`src/rtl/core/kwp_pkg.sv`:
```
// Shared types, codes and the control store of the keyed table weighted pick block.
package kwp_pkg;

	// Fixed field widths of the request and result channels.
	localparam int KEY_W     = 64;
	localparam int MOVE_W    = 16;
	localparam int RND_W     = 32;
	localparam int FUNC_W    = 2;
	localparam int STAT_W    = 2;
	localparam int IN_DATA_W = KEY_W + MOVE_W + RND_W;

	// Request function codes.
	localparam logic [FUNC_W-1:0] FN_CLEAR  = 2'd0;
	localparam logic [FUNC_W-1:0] FN_INSERT = 2'd1;
	localparam logic [FUNC_W-1:0] FN_LOOKUP = 2'd2;

	// Result status codes.
	localparam logic [STAT_W-1:0] STAT_OK   = 2'd0;
	localparam logic [STAT_W-1:0] STAT_MISS = 2'd1;
	localparam logic [STAT_W-1:0] STAT_FULL = 2'd2;

	// Datapath operations selected by a control word.
	typedef enum logic [3:0] {
		OP_NOP,
		OP_START,
		OP_CLEAR,
		OP_SCAN_INS,
		OP_APPEND,
		OP_SCAN_SUM,
		OP_TAKE_FIRST,
		OP_MOD_START,
		OP_SCAN_PICK,
		OP_MISS,
		OP_EMIT
	} uop_t;

	// Jump conditions of the sequencer.
	typedef enum logic [3:0] {
		C_NEVER,
		C_ALWAYS,
		C_NO_REQ,
		C_FUNC_CLR,
		C_FUNC_INS,
		C_FUNC_LKP,
		C_KEY_ZERO,
		C_SCAN_RUN,
		C_FOUND,
		C_NO_MATCH,
		C_ONE_MATCH,
		C_MOD_RUN,
		C_OUT_BUSY
	} ucond_t;

	localparam int UPC_W = 5;
	typedef logic [UPC_W-1:0] upc_t;

	// Control store addresses.
	localparam upc_t U_IDLE     = 5'd0;
	localparam upc_t U_DISP_CLR = 5'd1;
	localparam upc_t U_DISP_INS = 5'd2;
	localparam upc_t U_DISP_LKP = 5'd3;
	localparam upc_t U_OTHER    = 5'd4;
	localparam upc_t U_CLR      = 5'd5;
	localparam upc_t U_INS      = 5'd6;
	localparam upc_t U_INS_SCAN = 5'd7;
	localparam upc_t U_INS_TAIL = 5'd8;
	localparam upc_t U_APPEND   = 5'd9;
	localparam upc_t U_LKP      = 5'd10;
	localparam upc_t U_SUM      = 5'd11;
	localparam upc_t U_CHK      = 5'd12;
	localparam upc_t U_ONE      = 5'd13;
	localparam upc_t U_MODS     = 5'd14;
	localparam upc_t U_MODW     = 5'd15;
	localparam upc_t U_PICK     = 5'd16;
	localparam upc_t U_PEND     = 5'd17;
	localparam upc_t U_MISS     = 5'd18;
	localparam upc_t U_EMIT     = 5'd19;
	localparam upc_t U_DONE     = 5'd20;

	// One control word: an operation, a condition and the jump target taken when it holds.
	typedef struct packed {
		uop_t   op;
		ucond_t cond;
		upc_t   target;
	} uword_t;

	// Read-only program. When the condition is false the sequencer steps to the next word.
	function automatic uword_t ucode_rom(upc_t pc);
		uword_t w;
		unique case (pc)
			U_IDLE:     w = '{OP_START,      C_NO_REQ,    U_IDLE};
			U_DISP_CLR: w = '{OP_NOP,        C_FUNC_CLR,  U_CLR};
			U_DISP_INS: w = '{OP_NOP,        C_FUNC_INS,  U_INS};
			U_DISP_LKP: w = '{OP_NOP,        C_FUNC_LKP,  U_LKP};
			U_OTHER:    w = '{OP_NOP,        C_ALWAYS,    U_EMIT};
			U_CLR:      w = '{OP_CLEAR,      C_ALWAYS,    U_EMIT};
			U_INS:      w = '{OP_NOP,        C_KEY_ZERO,  U_EMIT};
			U_INS_SCAN: w = '{OP_SCAN_INS,   C_SCAN_RUN,  U_INS_SCAN};
			U_INS_TAIL: w = '{OP_NOP,        C_FOUND,     U_EMIT};
			U_APPEND:   w = '{OP_APPEND,     C_ALWAYS,    U_EMIT};
			U_LKP:      w = '{OP_NOP,        C_KEY_ZERO,  U_MISS};
			U_SUM:      w = '{OP_SCAN_SUM,   C_SCAN_RUN,  U_SUM};
			U_CHK:      w = '{OP_NOP,        C_NO_MATCH,  U_MISS};
			U_ONE:      w = '{OP_TAKE_FIRST, C_ONE_MATCH, U_EMIT};
			U_MODS:     w = '{OP_MOD_START,  C_NEVER,     U_IDLE};
			U_MODW:     w = '{OP_NOP,        C_MOD_RUN,   U_MODW};
			U_PICK:     w = '{OP_SCAN_PICK,  C_SCAN_RUN,  U_PICK};
			U_PEND:     w = '{OP_NOP,        C_ALWAYS,    U_EMIT};
			U_MISS:     w = '{OP_MISS,       C_NEVER,     U_IDLE};
			U_EMIT:     w = '{OP_EMIT,       C_OUT_BUSY,  U_EMIT};
			U_DONE:     w = '{OP_NOP,        C_ALWAYS,    U_IDLE};
			default:    w = '{OP_NOP,        C_ALWAYS,    U_IDLE};
		endcase
		return w;
	endfunction

endpackage

```
`src/rtl/core/kwp_mod.sv`:
```
// Iterative restoring modulo unit: one dividend bit per cycle.
module kwp_mod import kwp_pkg::*; #(
	parameter int TOTAL_W = 26
) (
	input  logic               clk,
	input  logic               arst_n,
	input  logic               start,
	input  logic [RND_W-1:0]   dividend,
	input  logic [TOTAL_W-1:0] divisor,
	output logic               busy,
	output logic [TOTAL_W-1:0] remainder
);

	localparam int CNT_W = $clog2(RND_W + 1);

	logic [CNT_W-1:0]   cnt_q;
	logic [RND_W-1:0]   shift_q;
	logic [TOTAL_W-1:0] rem_q;
	logic [TOTAL_W:0]   trial;
	logic [TOTAL_W:0]   divisor_x;

	// Partial remainder with the next dividend bit shifted in.
	assign trial     = {rem_q, shift_q[RND_W-1]};
	assign divisor_x = {1'b0, divisor};
	assign busy      = (cnt_q != '0);
	assign remainder = rem_q;

	// Bit counter; the unit is busy while it is nonzero.
	always_ff @(posedge clk or negedge arst_n) begin
		if (!arst_n) begin
			cnt_q <= '0;
		end else if (start) begin
			cnt_q <= CNT_W'(RND_W);
		end else if (cnt_q != '0) begin
			cnt_q <= cnt_q - 1'b1;
		end
	end

	// Compare and subtract step on the partial remainder.
	always_ff @(posedge clk) begin
		if (start) begin
			rem_q   <= '0;
			shift_q <= dividend;
		end else if (cnt_q != '0) begin
			shift_q <= shift_q << 1;
			if (trial >= divisor_x) begin
				rem_q <= TOTAL_W'(trial - divisor_x);
			end else begin
				rem_q <= trial[TOTAL_W-1:0];
			end
		end
	end

endmodule

```
`config.mk`:
```
export PLATFORM = sky130hd
export DESIGN_NAME = kwp_mod
export DESIGN_NICKNAME = d
export VERILOG_FILES = /design/src/rtl/core/kwp_pkg.sv /design/src/rtl/core/kwp_mod.sv
export SDC_FILE = /design/constraint.sdc
export NUM_CORES = 1
export LEC_CHECK = 0
export ABC_AREA = 1
export ABC_CLOCK_PERIOD_IN_PS = 2430
export BUFFER_PORTS_ARGS = -buffer_cell sky130_fd_sc_hd__buf_2
export CAP_MARGIN = 20
export CORE_ASPECT_RATIO = 1.25
export CORE_MARGIN = 5
export CORE_UTILIZATION = 40
export CTS_BUF_LIST = sky130_fd_sc_hd__clkbuf_2
export DETAILED_ROUTE_END_ITERATION = 10
export PLACE_DENSITY = 0.67
export RECOVER_POWER = 100
export REMOVE_ABC_BUFFERS = 1
export SLEW_MARGIN = 20
export SYNTH_ARGS = -nofsm -noshare
export SYNTH_HDL_FRONTEND = slang
export SYNTH_SLANG_ARGS = --single-unit
export TNS_END_PERCENT = 100
```
`constraint.sdc`:
```
create_clock -name clk -period 2.43 [get_ports clk]
set_input_delay 0.6075 -clock clk [delete_from_list [all_inputs] [get_ports clk]]
set_output_delay 0.6075 -clock clk [all_outputs]
set_load 0.01 [all_outputs]
```
Word level (Yosys, flattened, before mapping) --
Cells that the tools add are included. W data, S select, Z words.
Word-level totals: bits in registers 64, bits in latches 0, bits in writable memories 0, memory bits (read-only) 0, output and inout port bits 27, logic and storage cells 13, memories 0
Operators by class: $add $sub $neg 2, $mul 0, divide/modulo/power cells 0, order comparisons 1, equal/unequal tests 0, shifts and indexed selects 0, mux-type cells 5, bitwise gates (word level) 0, reduce and logical (&&, ||, !) cells 2
Operators with widths (number):
- $mux W32 | 2
- $ge A27 B26 Y1 | 1
- $mux W26 | 1
- $sub A26 B26 Y26 | 1
- $mux W6 | 2
- $reduce_bool A6 Y1 | 1
- $sub A6 B1 Y6 const B | 1
- $reduce_bool A2 Y1 | 1

Longest topological paths before layout --
Gate-level depths: netlist of the first run.
depth in word-level cells 3, gate-level depth with buffers 15

Worst setup path after synthesis of the first run --
No wires, ideal clock.
path type in2reg, start input port divisor[17], end register rem_q[10] (netlist: remainder[10]), data arrival time 2000 ps, data required time 2289 ps, path slack 289 ps, stages 11, cell sequence inv_1 > ha_1 > nand2_2 > inv_1 > a21oi_2 > a21oi_4 > nor2_8 > buf_4 > nand3_1 > nand3_1 > o21ai_1
Between the ends: cells in the longest elaborated chain, start to end 2
RTL lines:
- start: declaration | RTL line kwp_mod.sv:9 | input logic [TOTAL_W-1:0] divisor,
- $ge A27 B26 Y1 | RTL line kwp_mod.sv:46 | if (trial >= divisor_x) begin
- $mux W26 | RTL line kwp_mod.sv:46
- end signal: assignment | RTL line kwp_mod.sv:47 | rem_q <= TOTAL_W'(trial - divisor_x);
- end signal: assignment | RTL line kwp_mod.sv:49 | rem_q <= trial[TOTAL_W-1:0];
- end: declaration | RTL line kwp_mod.sv:18 | logic [TOTAL_W-1:0] rem_q;
Every way passes these cells. A chain may end at the register's enable or synchronous reset.

Final worst setup path of the first run --
start register cnt_q[0], end output port busy
Between the ends: cells in the longest elaborated chain, start to end 1
RTL lines:
- start: declaration | RTL line kwp_mod.sv:16 | logic [CNT_W-1:0] cnt_q;
- start signal: assignment | RTL line kwp_mod.sv:33 | cnt_q <= CNT_W'(RND_W);
- start signal: assignment | RTL line kwp_mod.sv:35 | cnt_q <= cnt_q - 1'b1;
- $reduce_bool A6 Y1 | RTL line kwp_mod.sv:25 | assign busy = (cnt_q != '0);
- end: declaration | RTL line kwp_mod.sv:10 | output logic busy,
Every way passes these cells.

==> metrics.md, run 1 <==
| Metric | Value |
|---|---|
| FF+latch count, synth | `64` |
| Horiz. Die Dim | `111 um` |
| Reg2Reg Setup Slack | `0.33 ns` |
| Status | `finished, final reports clean` |
| Data required, critical path | `1.82 ns` |
| Post-Synth Simple-Gate Area | `40.8%` |
| Slew Viols, Final | `0` |
| First-pass GRT wire length | `22100 um` |
| Cell area after placement | `0.00590 mm^2` |
| Cell Chain, Critical Path | `inv_2 > ha_4 > inv_2 > nor3_4 > nand2_2 > nor2_4 > inv_2 > buf_6` |
| Synth Area in Compound Gates | `4.33%` |
| CTS tree | `yes` |
| FF+latch area | `~0.0016 mm^2` |
| Avg Inst Size Synth | `6.50 um^2` |
| Final GP Congestion | `0.933` |
| Post-route setup TNS | `0 ns` |
| PortBufs | `87` |
| Synth area leaders | `nand2_1 24%, edfxtp_1 19%, inv_1 11%` |
| Cell mode on critical path | `inv_2` |
| Ys Warns | `0` |
| Synth top area share | `24.2%` |
| # nets final | `1001` |
| Final HPWL DP | `10400 um` |
| Sequential area share after synthesis | `31.9%` |
| Slew headroom | `5.19%` |
| # rows | `46` |
| Fmax | `0.424 GHz` |
| Worst ir drop on vdd | `0.485 mV` |
| Vias per cell | `about 4.6` |
| Total clock sinks | `64` |
| Dpl cells | `between 1000 and 1500` |
| Die area | `0.0151 mm^2` |
| Initial antenna violation count | `1` |
| CTS Buf Count | `9` |
| CORE AREA | `0.0126 mm^2` |
| Adder-Cell Fraction of Synth Area | `7.00%` |
| WL final | `13400 um` |
| ANT cells | `0` |
| RSZ-0062 raised after global routing | `true` |
| Area leader, netlist | `nand2_1` |
| Library cells used by synthesis | `42` |
| Tot GR Track Use | `18.0%` |
| Worst Path Max Fanout | `2` |
| Setup CP Type | `flip-flop to output port` |
| GR Layer Usage met1 | `20.8%` |
| Area Overhead vs Synth | `20.2%` |
| Worst-case clock buffer depth | `2` |
| Starting density of the core | `around two fifths` |
| Worst-Skew Late Latency | `0.57 ns` |
| PD cells | `921 mW/mm^2` |
| Final Hold Viols | `0` |
| Met2 Use GR | `32.6%` |
| Final setup vio count | `0` |
| Xor-xnor portion of the synthesized cell area | `roughly 2.2%` |
| DRC Markers | `0` |
| Largest family of logic cells by synthesized area | `simple AND/OR/NAND/NOR gates` |
| Met3 GRT Util | `3.61%` |
| Min Tclk post-route | `2.36 ns` |
| Share of cell area taken by muxes after synthesis | `0%` |
| Fraction of layout cells with a size suffix above 1 | `between 10% and 20%` |
| CP Capture Type | `output port` |
| First drt pass iteration count | `5` |
| Die H | `136 um` |
| Clk_skew | `slightly below 0.05 ns` |
| Total gr overflow | `0` |
| CP max stage cell | `dfrtp_1` |
| Count of filler cells inserted in the layout | `roughly 1300` |
| Post-DRT Antenna Nets | `0` |
| H-tree depth | `3` |
| Arrival @ worst endpoint | `approximately 1.8 ns` |
| Worst-Margin Slew | `around 1.4 ns` |
| Drt initial violations | `199` |
| WHS | `0.288 ns` |
| Mapped Area | `0.00511 mm^2` |
| Root buf cell | `clkbuf_2` |
| Vias in the first global route | `4881` |
| Max_cap viols | `0` |
| Cell count after synthesis | `786` |
| Fin crit share | `97.0%` |
| GRT Max-Usage Layer | `met2` |
| Reg clk slew, reported paths | `0.25 ns` |
| Routed WL per cell | `between 10 and 15 um` |
| Final Cell Area | `around 0.006 mm^2` |
| Worst setup SP type | `flip-flop` |
| Ports | `88` |
| Finished Layout Cells | `roughly 1100` |
| Max incr delay on CP | `0.45 ns` |
| Worst hold-check path type | `input pin to flip-flop` |
| Leakage | `3.55 nW` |
| Largest net degree at the start of global routing | `between 40 and 50` |
| Multi-input gate area | `about 0.0028 mm^2` |
| DR vias | `5024` |
flip-flops by register name, summed over array words and instances (netlist names):
name / cells
remainder: 26
cnt_q: 6
shift_q: 32
cells by family after synthesis:
family          after synthesis
simple gates                473
buf+inv                     168
flops                        64
compound gates               40
fa+ha+maj                    28
xor+xnor                     13
cell usage in the layout (no fill, tap or decap), types with 3 or more instances in the layout:
cell / n
a21oi_1: 18
buf_2: 84
buf_4: 42
clkbuf_1: 3
clkbuf_2: 10
dfrtp_1: 6
dfxtp_1: 26
edfxtp_1: 32
ha_1: 26
inv_1: 144
inv_2: 5
nand2_1: 328
nand2_2: 6
nand3_1: 64
nand3_2: 11
nand3b_1: 9
nand4_1: 6
nor2_1: 29
nor2_2: 6
nor3_1: 3
o21ai_0: 8
o21ai_1: 9
xnor2_1: 6
xor2_1: 7
power breakdown:
| part | internal, mW | switching (mW) |
|---|---|---|
| Combinational | 1.31 | 1.91 |
| Sequential | 1.44 | 0.185 |
| Clock | 0.350 | 0.471 |
final timing paths:
path | from | end | depth (start not counted)
max | cnt_q[0] | busy | 8
min | dividend[7] | shift_q[7] | 3
max reg2reg | remainder[23] | remainder[1] | 9
min reg2reg | remainder[13] | remainder[13] | 2
max in group asynchronous | arst_n | cnt_q[5] | 2
min in group asynchronous | arst_n | cnt_q[0] | 2
area by class of cell:
cell class	count	area share [%]
multi-input combinational	554	45.6
clock buffer	10	0.815
tap	168	3.42
sequential	64	26.6
clock inverter	6	1.51
timing repair buffer	132	12.8
inverter	151	9.23
worst max-delay path, delay by kind of cell, from the launching register on:
kind | cells | cell delay [ns]
buffers and inverters | 4 | 0.28
adders and majority gates | 1 | 0.13
DFF | 1 | 0.45
and+or+nand+nor | 3 | 0.33
metal layers:
layer	vias to the layer above	share of wire (%)
li1	2673	-
met1	2198	42
met2	124	50
met3	27	5.7
met4	2	2.6
met5	-	0.052
Yosys cell counts, drive strengths merged:
library cell,count
xnor2,6
fa,1
a21oi,20
nand3b,9
and2,1
clkbuf,8
nand3,76
inv,149
o22ai,1
xor2,7
nor2,38
nor3,5
edfxtp,32
a21o,1
nor4,1
dfrtp,6
ha,27
o21ai,17
nand4,6
dfxtp,26
o21bai,1
clkinv,2
or2,2
buf,9
nand2,335
per-stage QoR:
step | util, % | power, mW | worst slack (ns)
2_1_floorplan | - | 3.73 | 0.134
3_3_place_gp | 46.8 | 4.72 | 0.0119
3_5_place_dp | 46.8 | 4.74 | -0.0239
4_1_cts | 48.6 | 5.66 | -0.0148
5_1_grt | 48.7 | 6.20 | -0.0217
6_report | 48.7 | 5.65 | 0.0718
timing repair:
action | 4_1_cts | 5_1_grt
gates resized for setup | 6 | 3
hold endpoints to repair | 6 | 0
pin swaps | 4 | 3
hold buffers | 1 | 0
buffers inserted | 6 | 2
setup endpoints to repair | 1 | 1
No activity file was read; power rests on OpenSTA's default activity.
==> run 2, diff against run 1 <==
--- a/config.mk
+++ b/config.mk
@@ -8,15 +8,15 @@
 export ABC_AREA = 1
 export ABC_CLOCK_PERIOD_IN_PS = 2430
 export BUFFER_PORTS_ARGS = -buffer_cell sky130_fd_sc_hd__buf_2
-export CAP_MARGIN = 20
+export CAP_MARGIN = 40
 export CORE_ASPECT_RATIO = 1.25
 export CORE_MARGIN = 5
 export CORE_UTILIZATION = 40
 export CTS_BUF_LIST = sky130_fd_sc_hd__clkbuf_2
 export DETAILED_ROUTE_END_ITERATION = 10
+export HOLD_SLACK_MARGIN = 0.02
 export PLACE_DENSITY = 0.67
 export RECOVER_POWER = 100
-export REMOVE_ABC_BUFFERS = 1
 export SLEW_MARGIN = 20
 export SYNTH_ARGS = -nofsm -noshare
 export SYNTH_HDL_FRONTEND = slang
==> run 2 against run 1 <==
Maximum frequency up 0.69%. Via count down 1.4%. Core utilization fell by 0.61 points. Worst setup slack improved by 0.016 ns. Wire length rose by 0.42%. Sequential power about the same. Sequential cell count unchanged. First-iteration DRC count grew 28%. Clock skew down 0.011 ns. Non-clock buffer count down 3. Power is 4.6% lower. Largest cell class unchanged. Largest power group unchanged. Highest routed layer is now met4.
==> metrics.md, run 2 (synthesis results as in run 1) <==
| Metric | Value |
|---|---|
| Max incr delay on CP | `0.45 ns (about the same)` |
| Fin crit share | `96.4% (-0.67 points)` |
| Initial antenna violation count | `0 (-1)` |
| Finished Layout Cells | `1082 (-0.28%)` |
| Routed WL per cell | `12.4 um (+0.70%)` |
| Root buf cell | `clkbuf_2` |
| Hold Path Stages | `3 (unchanged)` |
| CP max stage cell | `dfrtp_1` |
| Fmax | `0.427 GHz (+0.69%)` |
| Reg clk slew, reported paths | `0.20 ns (-0.05 ns)` |
| DRC Markers | `0 (unchanged)` |
| Commonest cells after routing, fill and taps aside | `328 x nand2_1, 144 x inv_1, 84 x buf_2` |
| Sw Share | `47.2% (+2.0 points)` |
| Worst Path Max Fanout | `3 (+1)` |
| Final GP Congestion | `0.894 (-4.2%)` |
| Die H | `136 um (unchanged)` |
| CTS tree | `yes` |
| Tot GR Track Use | `18.2% (+0.24 points)` |
| # nets final | `998 (-0.30%)` |
| Final setup vio count | `0 (unchanged)` |
| Max reg flops | `32 (unchanged)` |
| Power share of the combinational group | `59.1% (+2.3 points)` |
| Horiz. Die Dim | `111 um (unchanged)` |
| # rows | `46 (unchanged)` |
| Worst-Margin Slew | `1.35 ns (-0.0761 ns)` |
| Post-route setup TNS | `0 ns (unchanged)` |
| Vias in the first global route | `4883 (+0.041%)` |
| Leakage | `3.51 nW (-1.2%)` |
| ANT cells | `0 (unchanged)` |
| First drt pass iteration count | `5 (unchanged)` |
| Cell Int Power | `2.84 mW (-8.0%)` |
| Tot Pwr | `5.39 mW (-4.6%)` |
| H-tree depth | `3 (unchanged)` |
| Clk_skew | `0.0387 ns (-0.0106 ns)` |
| Cell mode on critical path | `inv_2` |
| Arrival @ worst endpoint | `1.73 ns (-0.02 ns)` |
| Final core utilization | `48.1% (-0.61 points)` |
| GR Layer Usage met1 | `21.2% (+0.41 points)` |
| Cell Chain, Critical Path | `inv_2 > ha_4 > inv_2 > nor3_4 > nand2_2 > nor2_4 > inv_2 > buf_6` |
| Final HPWL DP | `10400 um (-0.55%)` |
| Fraction of layout cells with a size suffix above 1 | `19.5% (-0.48 points)` |
| WHS | `0.325 ns (+0.0369 ns)` |
| Drt initial violations | `254 (+28%)` |
| PD cells | `889 mW/mm^2 (-3.4%)` |
| First-pass GRT wire length | `22500 um (+1.6%)` |
| Top reg by flops | `shift_q` |
| Met2 Use GR | `32.8% (+0.24 points)` |
| Total clock sinks | `64 (unchanged)` |
| CTS Buf Count | `9 (unchanged)` |
| Reg2Reg Setup Slack | `0.36 ns (+0.03 ns)` |
| Worst setup SP type | `flip-flop` |
| Commonest non-fill, non-tap cell in the layout | `nand2_1` |
| Worst hold-check path type | `input pin to flip-flop` |
| Worst-Skew Late Latency | `0.55 ns (-0.02 ns)` |
| Setup CP Type | `flip-flop to output port` |
| Max_cap viols | `0 (unchanged)` |
| Total gr overflow | `0 (unchanged)` |
| Min Tclk post-route | `2.34 ns (-0.0162 ns)` |
| Data required, critical path | `1.82 ns (about the same)` |
| Area Overhead vs Synth | `18.7%` |
| Slew headroom | `10.3% (+5.1 points)` |
| Vias per cell | `4.58 (-1.1%)` |
| WL final | `13400 um (+0.42%)` |
| DR vias | `4953 (-1.4%)` |
| Dpl cells | `1049 (-1.0%)` |
| Ports | `88 (unchanged)` |
| RSZ-0062 raised after global routing | `true` |
| Largest net degree at the start of global routing | `35 (-20%)` |
| Switch Pwr | `2.55 mW (-0.54%)` |
| Status | `finished, final reports clean` |
| Met3 GRT Util | `4.81% (+1.2 points)` |
| Reg2reg path depth | `15 (+6)` |
| GRT Max-Usage Layer | `met2` |
| Syn nets | `roughly 900` |
| Flop pwr share | `30.3% (+1.6 points)` |
| Count of filler cells inserted in the layout | `1359 (+2.4%)` |
| Post-DRT Antenna Nets | `0 (unchanged)` |
| Worst-case clock buffer depth | `2 (unchanged)` |
| Starting density of the core | `40.5% (unchanged)` |
| Slew Viols, Final | `0 (unchanged)` |
| Clock Power Share | `10.7% (-3.8 points)` |
| CP Capture Type | `output port` |
| CORE AREA | `0.0126 mm^2 (unchanged)` |
| Die area | `0.0151 mm^2 (unchanged)` |
| PortBufs | `87 (unchanged)` |
| Final Hold Viols | `0 (unchanged)` |
| Worst ir drop on vdd | `0.337 mV (-31%)` |
[run 2: timing repair]
action	CTS	global route
setup endpoints to repair	1	1
hold endpoints to repair	6	0
pin swaps	4	4
hold buffers	1	0
resized for setup	7	2
buffers inserted	12	4
cloned	0	0
[run 2: per-stage QoR]
| stage | setup WS [ns] | area [um^2] |
|---|---|---|
| CTS | -0.0208 | 6040 |
| detailed placement | 0.0483 | 5820 |
| global placement | 0.0588 | 5820 |
| global route | -0.0661 | 6070 |
| floorplan | 0.289 | 5110 |
| finish | 0.0880 | 6070 |
[run 2: power by group through the flow]
| stage | registers, mW | clock network, mW | logic [mW] |
|---|---|---|---|
| final | 1.63 | 0.574 | 3.18 |
| after global routing | 1.67 | 0.658 | 3.62 |
| after CTS | 1.63 | 0.606 | 3.16 |
| after detailed placement | 1.65 | 0 | 3.02 |
| after global placement | 1.64 | 0 | 3.00 |
| after floorplan | 1.68 | 0 | 2.19 |
[run 2: final cells by class]
type	instances	area, um^2	area share, %
clock buffers	9	45.0	0.743
clock inverters	7	47.5	0.784
inverters	151	567	9.34
multi-input cells	554	2800	46.2
flip-flops and latches	64	1630	26.9
well taps	168	210	3.47
repair buffers	129	762	12.6
[run 2: routing by layer]
layer | up-vias | routed length [um]
met5 | - | 0
met4 | 0 | 250
met3 | 23 | 852
met2 | 115 | 6630
met1 | 2148 | 5680
li1 | 2667 | -
[run 2: worst paths after layout]
kind / from / to
max in group asynchronous: arst_n / cnt_q[0]
setup / recovery: cnt_q[0] / busy
min in group asynchronous: arst_n / cnt_q[5]
setup reg to reg: cnt_q[0] / remainder[24]
hold reg to reg: remainder[25] / remainder[25]
hold / removal: dividend[16] / shift_q[16]
[run 2: worst max-delay path, delay by kind of cell, from the launching register on]
family | cells | cell delay (ns)
DFF | 1 | 0.45
and+or+nand+nor | 3 | 0.33
buffers and inverters | 4 | 0.29
adders and majority gates | 1 | 0.14
==> run 3, diff against run 2 <==
--- a/config.mk
+++ b/config.mk
@@ -12,7 +12,7 @@
 export CORE_ASPECT_RATIO = 1.25
 export CORE_MARGIN = 5
 export CORE_UTILIZATION = 40
-export CTS_BUF_LIST = sky130_fd_sc_hd__clkbuf_2
+export CTS_BUF_LIST = sky130_fd_sc_hd__clkbuf_4 sky130_fd_sc_hd__clkbuf_8
 export DETAILED_ROUTE_END_ITERATION = 10
 export HOLD_SLACK_MARGIN = 0.02
 export PLACE_DENSITY = 0.67
==> run 3 against run 2 <==
Cell area shrank 3.0%. Core utilization shrank 1.4 points. Cell count shrank 1.6%. Maximum frequency grew 1.5%. First-iteration DRC count shrank 15%. Sequential cell count is the same. Largest cell class unchanged. Clock skew shrank 0.027 ns. Power shrank 0.27%. Register-to-register slack lost 0.16 ns. Largest power group unchanged.
==> metrics.md, run 3 (synthesis results as in run 1) <==
| Metric | Value |
|---|---|
| Worst Path Max Fanout | `4 (+1)` |
| Area Overhead vs Synth | `15.2%` |
| Worst setup SP type | `flip-flop` |
| Reg clk slew, reported paths | `0.08 ns (-0.12 ns)` |
| Met1 WL | `5690 um (+0.21%)` |
| Leakage | `3.34 nW (-4.8%)` |
| Top sig layer | `met4` |
| Post_cts resized | `0 (-7)` |
| Data required, critical path | `1.82 ns (about the same)` |
| Count of filler cells inserted in the layout | `1389 (+2.2%)` |
| # nets final | `981 (-1.7%)` |
| DRC Markers | `0 (unchanged)` |
| Status | `finished, final reports clean` |
| Max reg flops | `32 (unchanged)` |
| CTS Buf Count | `9 (unchanged)` |
| Arrival @ worst endpoint | `1.70 ns (-0.03 ns)` |
| Fmax | `0.434 GHz (+1.5%)` |
| Min Tclk post-route | `2.31 ns (-0.0355 ns)` |
| Starting density of the core | `40.5% (unchanged)` |
| PortBufs | `87 (unchanged)` |
| Reg2Reg Setup Slack | `0.20 ns (-0.16 ns)` |
| Final core utilization | `46.7% (-1.4 points)` |
| Worst hold-check path type | `input pin to asynchronous set/reset pin` |
| First drt pass iteration count | `4 (-1)` |
| WHS | `0.113 ns (-0.212 ns)` |
| Horiz. Die Dim | `111 um (unchanged)` |
| H-tree depth | `3 (unchanged)` |
| DR vias | `4868 (-1.7%)` |
| CP Capture Type | `output port` |
| Worst-Margin Slew | `1.35 ns (+0.00235 ns)` |
| Final HPWL DP | `10400 um (unchanged)` |
| Vias in the first global route | `4806 (-1.6%)` |
| Commonest non-fill, non-tap cell in the layout | `nand2_1` |
| # rows | `46 (unchanged)` |
| Drt initial violations | `217 (-15%)` |
| Setup CP Type | `flip-flop to output port` |
| PD cells | `914 mW/mm^2 (+2.8%)` |
| Initial antenna violation count | `0 (unchanged)` |
| Final Hold Viols | `0 (unchanged)` |
| Root buf cell | `clkbuf_8` |
| Final Cell Area | `0.00588 mm^2 (-3.0%)` |
| Die area | `0.0151 mm^2 (unchanged)` |
| CORE AREA | `0.0126 mm^2 (unchanged)` |
| Die H | `136 um (unchanged)` |
| Cell area after placement | `0.00582 mm^2 (unchanged)` |
| Ports | `88 (unchanged)` |
| Multi-input gate area | `0.00271 mm^2 (-3.3%)` |
| RSZ-0062 raised after global routing | `false` |
| Total gr overflow | `0 (unchanged)` |
| Total clock sinks | `64 (unchanged)` |
| Commonest cells after routing, fill and taps aside | `330 x nand2_1, 147 x inv_1, 72 x nand3_1` |
| Fraction of layout cells with a size suffix above 1 | `13.6% (-5.9 points)` |
| Met2 wire length | `6580 um (-0.78%)` |
| Syn nets | `875 (unchanged)` |
| Vias per cell | `4.57 (-0.15%)` |
| Post-CTS Setup Repair Bufs | `0 (-12)` |
| Post-route setup TNS | `0 ns (unchanged)` |
| WL final | `13200 um (-1.7%)` |
| Post-DRT Antenna Nets | `0 (unchanged)` |
| FF+latch area | `0.00163 mm^2 (unchanged)` |
| Worst-Skew Late Latency | `0.35 ns (-0.20 ns)` |
| Tot Pwr | `5.38 mW (-0.27%)` |
| Final setup vio count | `0 (unchanged)` |
| ANT cells | `0 (unchanged)` |
| Top reg by flops | `shift_q` |
| Largest net degree at the start of global routing | `35 (unchanged)` |
| Slew headroom | `10.1% (-0.16 points)` |
| First-pass GRT wire length | `22100 um (-1.5%)` |
| Tot GR Track Use | `18.0% (-0.25 points)` |
| Metal3 WL | `671 um (-21%)` |
| Slew Viols, Final | `0 (unchanged)` |
| Fin crit share | `94.9% (-1.5 points)` |
| Clk_skew | `0.0121 ns (-0.0266 ns)` |
| CTS Hold Buffers Added | `0 (-1)` |
| Max_cap viols | `0 (unchanged)` |
| Routed WL per cell | `12.4 um (about the same)` |
| Final GP Congestion | `0.894 (unchanged)` |
| CTS tree | `yes` |
| Worst-case clock buffer depth | `2 (unchanged)` |
| Worst ir drop on vdd | `0.355 mV (+5.5%)` |
[run 3: changes by cell type in the layout (fill, tap and decap cells not counted), sizes merged]
cell	previous run	this run
clkbuf	13	44
buf	124	78
clkinv	7	6
dlygate4sd3	1	0
[run 3: worst paths after layout]
path                          startpoint       endpoint  cells after the start
max                             cnt_q[0]           busy                      8
min                               arst_n       cnt_q[1]                      1
max reg2reg                     cnt_q[0]     shift_q[4]                     10
min reg2reg                remainder[13]  remainder[13]                      2
max in group asynchronous         arst_n       cnt_q[0]                      1
min in group clk           remainder[13]  remainder[13]                      2
[run 3: stage by stage]
stage | worst slack (ns) | std cells
2_1_floorplan | 0.289 | 786
3_5_place_dp | 0.0483 | 1049
5_1_grt | 0.0269 | 1065
3_3_place_gp | 0.0588 | 1049
6_report | 0.124 | 1065
4_1_cts | 0.0672 | 1065
[run 3: metal layers]
| metal | up-vias | track usage [%] |
|---|---|---|
| met5 | - | 0 |
| met4 | 0 | 6.42 |
| met3 | 20 | 4.10 |
| met2 | 95 | 32.3 |
| met1 | 2127 | 21.1 |
| li1 | 2626 | - |
[run 3: report_power, final]
| part | internal (mW) | leakage (nW) | switching, mW |
|---|---|---|---|
| sequential | 1.44 | 0.641 | 0.187 |
| combinational | 1.08 | 2.61 | 1.81 |
| clock | 0.401 | 0.0926 | 0.459 |
[run 3: worst max-delay path, cell delays in order, from the launching register on]
cell and delay, ns:
dfrtp_1 0.39, inv_1 0.08, ha_1 0.17, inv_1 0.06, nor3_2 0.17, nand2_1 0.09
nor2_2 0.17, inv_2 0.09, clkbuf_2 0.13
[run 3: final cells by class]
class,count,share of cell area (%)
repair buffers,112,9.95
flip-flops and latches,64,27.7
inverters,151,9.63
well taps,168,3.57
clock buffers,10,2.34
clock inverters,6,0.744
multi-input cells,554,46.0
